File: src/rtl/ssb_pkg.sv
// shared types and constants for the server selection balancer
// used by ssb_cell, ssb_table and server_selection_balancer
package ssb_pkg;

  localparam int MAX_SERVERS = 16;
  localparam int MAX_CLIENTS = 64;
  localparam int SIDX = $clog2(MAX_SERVERS);
  localparam int SCNT = $clog2(MAX_SERVERS + 1);
  localparam int CIDX = $clog2(MAX_CLIENTS);
  localparam int CCNT = $clog2(MAX_CLIENTS + 1);

  typedef enum logic [1:0] {
    FN_ADD = 2'd0,
    FN_REMOVE = 2'd1,
    FN_REQUEST = 2'd2,
    FN_NONE = 2'd3
  } func_t;

  typedef enum logic [1:0] {
    POL_RR = 2'd0,
    POL_WRR = 2'd1,
    POL_AFFINITY = 2'd2,
    POL_LEAST = 2'd3
  } policy_t;

  localparam logic [2:0] ST_OK = 3'd0;
  localparam logic [2:0] ST_EMPTY = 3'd1;
  localparam logic [2:0] ST_MAPFULL = 3'd2;
  localparam logic [2:0] ST_DUP = 3'd3;
  localparam logic [2:0] ST_FULL = 3'd4;
  localparam logic [2:0] ST_NOTFOUND = 3'd5;

  typedef enum logic [1:0] {
    OP_NOP,
    OP_WRITE,
    OP_SHIFT,
    OP_INC
  } op_t;

  typedef struct packed {
    op_t op;
    logic [SIDX-1:0] idx;
  } tbl_cmd_t;

  typedef struct packed {
    logic [31:0] ip;
    logic [15:0] port;
    logic [7:0] weight;
    logic [15:0] load;
  } ent_t;

  typedef struct packed {
    logic [31:0] ip;
    logic [15:0] port;
    logic use_port;
  } key_t;

  // search token walking down the chain
  typedef struct packed {
    logic hit;
    logic [SIDX-1:0] hit_idx;
    logic [15:0] min_load;
    logic [SIDX-1:0] min_idx;
  } tok_t;

  typedef struct packed {
    logic [31:0] client;
    logic [31:0] ip;
    logic [15:0] port;
  } cmap_t;

  typedef enum logic [2:0] {
    S_IDLE,
    S_SCAN,
    S_WRR,
    S_CSCAN,
    S_AFFW,
    S_FIN
  } state_t;

endpackage

File: src/rtl/ssb_cell.sv
// one server slot of the table chain: holds an entry and passes the search token on
// depends on ssb_pkg
module ssb_cell (
  input  logic                    clk,
  input  logic [ssb_pkg::SIDX-1:0] idx,
  input  logic [ssb_pkg::SCNT-1:0] count,
  input  ssb_pkg::key_t           key,
  input  ssb_pkg::tbl_cmd_t       cmd,
  input  ssb_pkg::ent_t           wdata,
  input  ssb_pkg::ent_t           nbr,
  input  ssb_pkg::tok_t           tok_in,
  output ssb_pkg::tok_t           tok_out,
  output ssb_pkg::ent_t           ent
);
  import ssb_pkg::*;

  logic active;
  logic match;
  tok_t tok_next;

  assign active = SCNT'(idx) < count;
  assign match = (ent.ip == key.ip) && (!key.use_port || (ent.port == key.port));

  always_comb begin
    tok_next = tok_in;
    if (active && match && !tok_in.hit) begin
      tok_next.hit = 1'b1;
      tok_next.hit_idx = idx;
    end
    if (active && (ent.load < tok_in.min_load)) begin
      tok_next.min_load = ent.load;
      tok_next.min_idx = idx;
    end
  end

  always_ff @(posedge clk) begin
    tok_out <= tok_next;
    case (cmd.op)
      OP_WRITE: begin
        if (cmd.idx == idx) ent <= wdata;
      end
      OP_SHIFT: begin
        // close the gap left by a removed entry
        if (idx >= cmd.idx) ent <= nbr;
      end
      OP_INC: begin
        if ((cmd.idx == idx) && (ent.load != 16'hFFFF)) ent.load <= ent.load + 16'd1;
      end
      default: begin
      end
    endcase
  end

endmodule

File: src/rtl/ssb_table.sv
// server table: row of ssb_cell slots with a search token chain and a read mux
// depends on ssb_pkg and ssb_cell
module ssb_table (
  input  logic                    clk,
  input  logic [ssb_pkg::SCNT-1:0] count,
  input  ssb_pkg::key_t           key,
  input  ssb_pkg::tbl_cmd_t       cmd,
  input  ssb_pkg::ent_t           wdata,
  input  logic [ssb_pkg::SIDX-1:0] rd_idx,
  output ssb_pkg::tok_t           tok,
  output ssb_pkg::ent_t           rd_ent
);
  import ssb_pkg::*;

  tok_t tok_w [MAX_SERVERS+1];
  ent_t ent_w [MAX_SERVERS];

  assign tok_w[0] = '{hit: 1'b0, hit_idx: '0, min_load: 16'hFFFF, min_idx: '0};

  for (genvar i = 0; i < MAX_SERVERS; i++) begin : g_cell
    ent_t nbr;
    if (i < MAX_SERVERS - 1) begin : g_mid
      assign nbr = ent_w[i+1];
    end else begin : g_last
      assign nbr = ent_w[i];
    end
    ssb_cell u_cell (
      .clk    (clk),
      .idx    (SIDX'(i)),
      .count  (count),
      .key    (key),
      .cmd    (cmd),
      .wdata  (wdata),
      .nbr    (nbr),
      .tok_in (tok_w[i]),
      .tok_out(tok_w[i+1]),
      .ent    (ent_w[i])
    );
  end

  assign tok = tok_w[MAX_SERVERS];
  assign rd_ent = ent_w[rd_idx];

endmodule

File: config.mk
export PLATFORM = sky130hd
export DESIGN_NAME = ssb_table
export DESIGN_NICKNAME = d
export VERILOG_FILES = /design/src/rtl/ssb_pkg.sv /design/src/rtl/ssb_cell.sv /design/src/rtl/ssb_table.sv
export SDC_FILE = /design/constraint.sdc
export NUM_CORES = 2
export LEC_CHECK = 0
export CORE_ASPECT_RATIO = 0.7
export CORE_MARGIN = 3
export CORE_UTILIZATION = 45
export CTS_BUF_LIST = sky130_fd_sc_hd__clkbuf_4
export CTS_CLUSTER_DIAMETER = 40
export CTS_CLUSTER_SIZE = 14
export DETAILED_ROUTE_END_ITERATION = 7
export DONT_BUFFER_PORTS = 1
export MAX_ROUTING_LAYER = met4
export SLEW_MARGIN = 20
export SYNTH_ARGS = -nofsm -noshare
export SYNTH_HDL_FRONTEND = slang
export SYNTH_SLANG_ARGS = --single-unit
File: constraint.sdc
create_clock -name clk -period 10.75 [get_ports clk]
set_clock_uncertainty 0.15 [all_clocks]
set_input_delay 0.5375 -clock clk [delete_from_list [all_inputs] [get_ports clk]]
set_output_delay 0.5375 -clock clk [all_outputs]
set_load 0.01 [all_outputs]
==> out/results.tsv <==
stage	metric	value	unit
run_status	outcome	complete, but fails checks	
run_status	failed_checks	max-slew violations	
clock_network	clockRootBuffer	clkbuf_4	
detailed_routing	drt_iter0_markers	10526	
synthesis	synth_edf_count	1152	
detailed_routing	drc	0	
hold_path	min_from	count[4]	
cells_and_area	finalNetCount	7949	
global_route	grt_pass1_vias	58787	
sta	max-slew-margin-rel	-12.1	%
hold_path	min_path_cells	5	
cells_and_area	fill_cells	16458	
floorplan	rows	131	
floorplan	fp.coreArea	183000	um2
detailed_routing	routed_wl	320	mm
setup_path	regToRegStartpoint	g_cell[13].u_cell.ent[71]	
placed_design	numPortBuffers	0	
setup_path	r2r_slack	5.27	ns
floorplan	start_util	45.6	%
placed_design	dp_hpwl	221	mm
placed_design	gp_congestion	1.07	
clock_network	clkTransAtPathRegs	0.13	ns
sta	timing.final.crit_share	50.9	%
clock_network	clock_path_buffers	3	
clock_network	cts_sinks	1522	
synthesis	syn-cell-area	83600	um2
global_route	overflow	0	
cells_and_area	instances_no_fill	10229	
power	internal_power	11.0	mW
hold_path	hold_path_end	g_cell[12].u_cell.tok_out[0]	
placed_design	placedCellCount	9597	
placed_design	dpl-instance-area	85700	um2
cells_and_area	drive_gt1_share	14.7	%
clock_network	holdBufCountCts	229	
synthesis	ys_types	63	
floorplan	boundaryPins	234	
setup_path	worstSetupEndpointType	flip-flop	
flow_run	maxCapViolCount	0	
clock_network	clkLatencyLatePin	1.37	ns
global_route	grtUsageTotal	33.8	%
power	swShare	35.0	%
clock_network	cts_resized	0	
power	p_leak	34.6	nW
hold_path	holdCritPathClass	input pin to flip-flop	
synthesis	syn_avg_cell_area	11.1	um2
sta	hold_viol_final	0	
clock_network	cts_tree	built	
detailed_routing	first_pass_iters	6	
cells_and_area	syn_to_final_growth	9.47	%
clock_network	cts_buffers	199	
detailed_routing	vias	62983	
setup_path	cp.arrival	6.60	ns
synthesis	async_flop_share	0	%
power	power_switching	5.95	mW
sta	worst_pin_slew	1.68	ns
power	clkPwrFrac	25.4	%
setup_path	path_max_fanout	5	
detailed_routing	antenna_left	0	
global_route	antenna_found_initial	26	
sta	tns	0	ns
power	seq_power_share	48.7	%
synthesis	ys.flop_type	edfxtp_1	
synthesis	synth_top_cell_area_share	41.4	%
power	p_comb_share	25.9	%
detailed_routing	wire_per_inst	31.3	um
synthesis	ys_warn_count	0	
power	powerDensity	186	nW/um2
sta	slew_violations	140	
sta	timing.fmax	0.183	GHz
sta	timing.hold.ws	0.121	ns
synthesis	synth_largest_area_cell	edfxtp_1	
synthesis	ys_top_cells_by_area	edfxtp_1, mux4_2, dfxtp_1, nand2_1, xnor2_1	
synthesis	seq_area_frac_synth	50.3	%
cells_and_area	postLayoutCellArea	91500	um2
floorplan	dieHeight	367	um
global_route	grt_max_degree	289	
floorplan	die_w	521	um
setup_path	path_class	flip-flop to flip-flop	
power	ir_drop	0.113	mV
global_route	grt_pass1_wl	452	mm
floorplan	dieArea	191000	um2
clock_network	postCtsSetupBuffers	0	
synthesis	synth_nets	7923	
setup_path	r2r_end	g_cell[13].u_cell.tok_out[20]	
sta	setup_viol	0	
sta	min_period	5.48	ns
setup_path	worstSetupStartpointType	flip-flop	
sta	rsz0062_at_grt	false	
setup_path	cp_data_required_time	11.88	ns
setup_path	worst-r2r-cell-count	10	
synthesis	syn_inst	7541	
detailed_routing	via_per_inst	6.16	
clock_network	cts_max_level	4	
synthesis	synth_seq_cells	1522	
==> worst max-delay path by stage <==
| stage | slack [ns] | depth (start not counted) | startpoint | endpoint |
|---|---|---|---|---|
| 2_1_floorplan | 6.23 | 7 | cmd[4] | g_cell[8].u_cell.ent[16] |
| 3_3_place_gp | 6.36 | 7 | cmd[4] | g_cell[0].u_cell.ent[35] |
| 3_5_place_dp | 6.32 | 7 | cmd[4] | g_cell[8].u_cell.ent[64] |
| 4_1_cts | 5.49 | 10 | g_cell[13].u_cell.ent[71] | g_cell[13].u_cell.tok_out[20] |
| 5_1_grt | 5.27 | 10 | g_cell[13].u_cell.ent[71] | g_cell[13].u_cell.tok_out[20] |
| 6_report | 5.27 | 10 | g_cell[13].u_cell.ent[71] | g_cell[13].u_cell.tok_out[20] |
==> synth_stat cells (7+ instances only) <==
cell type	count
and3_1	43
and2_1	31
and4_1	21
ha_1	245
nor2b_1	41
o221ai_1	15
o211ai_1	19
mux2_4	7
inv_1	253
a21o_1	31
xor2_1	491
nand2_1	1835
nor3_1	39
a211oi_1	17
edfxtp_1	1152
a2111oi_0	8
mux2i_1	9
a21oi_1	299
nand3_1	127
a221o_1	24
mux2_2	224
nor2_1	148
or2_2	53
a31oi_1	14
xnor2_1	492
dfxtp_1	370
nand4_1	188
nor4_1	102
mux4_2	360
clkbuf_1	372
buf_1	58
nand2b_1	105
buf_2	53
a211o_1	10
o21ai_0	231
==> sequential cells by signal (all words and copies together), names as in the netlist <==
name / count
g_cell.u_cell.ent: 1152
g_cell.u_cell.tok_out: 370
==> routing by layer <==
layer	global-route usage, %	wire length (um)	part of all wire [%]	up-vias
met5	-	0	0	-
met4	8.10	9240	2.9	0
met3	11.3	43700	14	528
met2	45.0	130000	41	4025
met1	49.1	137000	43	31599
li1	-	-	-	26831
==> through the flow <==
stage | total power, mW | setup slack, ns | utilization [%]
global route | 17.7 | 5.27 | 49.9
global placement | 12.5 | 6.36 | 46.7
CTS | 16.9 | 5.49 | 49.8
detailed placement | 12.5 | 6.32 | 46.7
finish | 17.0 | 5.27 | 49.9
floorplan | 11.0 | 6.23 | -
==> cell usage in the layout (no fill, tap or decap), types with 28 or more instances in the layout <==
master	instances
and2_1	30
a21o_1	31
o21ai_0	231
mux2_2	224
edfxtp_1	1152
or2_2	53
nor2b_1	41
clkbuf_4	220
nand2_1	1835
dfxtp_1	370
nand3_1	127
a21oi_1	295
mux4_2	360
nand2b_1	105
buf_4	80
inv_1	252
ha_1	243
nand4_1	188
xnor2_1	489
and3_1	42
xor2_1	490
nor3_1	36
dlygate4sd3_1	227
diode_2	28
nor4_1	99
nor2_1	134
inv_6	30
==> layout make-up <==
| cell class | count | area [um2] | area share, % |
|---|---|---|---|
| flip-flops and latches | 1522 | 42000 | 45.9 |
| clock buffers | 220 | 1650 | 1.81 |
| repair buffers | 310 | 2930 | 3.21 |
| well taps | 2460 | 3080 | 3.36 |
| clock inverters | 155 | 1750 | 1.91 |
| inverters | 254 | 958 | 1.05 |
| diodes | 28 | 70.1 | 0.0766 |
| multi-input cells | 5280 | 39000 | 42.7 |
==> power by group through the flow <==
stage,Sequential [mW],Combinational (mW),Clock (mW)
floorplan,8.04,2.95,0
global placement,8.35,4.10,0
detailed placement,8.34,4.18,0
CTS,8.24,4.32,4.35
global route,8.37,4.73,4.61
finish,8.27,4.41,4.31
==> logic make-up (layout without fill, tap and decap cells) <==
| family | after synthesis | in the layout | share of synthesized area [%] |
|---|---|---|---|
| DFF | 1522 | 1522 | 50.3 |
| muxes | 600 | 600 | 13.0 |
| adders and majority gates | 245 | 245 | 3.67 |
| buffers and inverters | 739 | 939 | 3.41 |
| AOI/OAI and AO/OA | 704 | 704 | 4.94 |
| other | 0 | 28 | 0 |
| xor gates and xnor gates | 983 | 983 | 10.3 |
| and+or+nand+nor | 2748 | 2748 | 14.5 |
==> worst max-delay path, cell delays in order, from the launching register on <==
cell	delay, ns
edfxtp_1	0.48
xnor2_1	0.91
nand4_1	0.17
dlygate4sd3_1	0.65
nor4_2	0.53
dlygate4sd3_1	0.77
nand3_1	0.11
dlygate4sd3_1	0.62
a21oi_1	0.20
dlygate4sd3_1	0.71
or2_2	0.15
No activity file was read; power rests on OpenSTA's default activity.
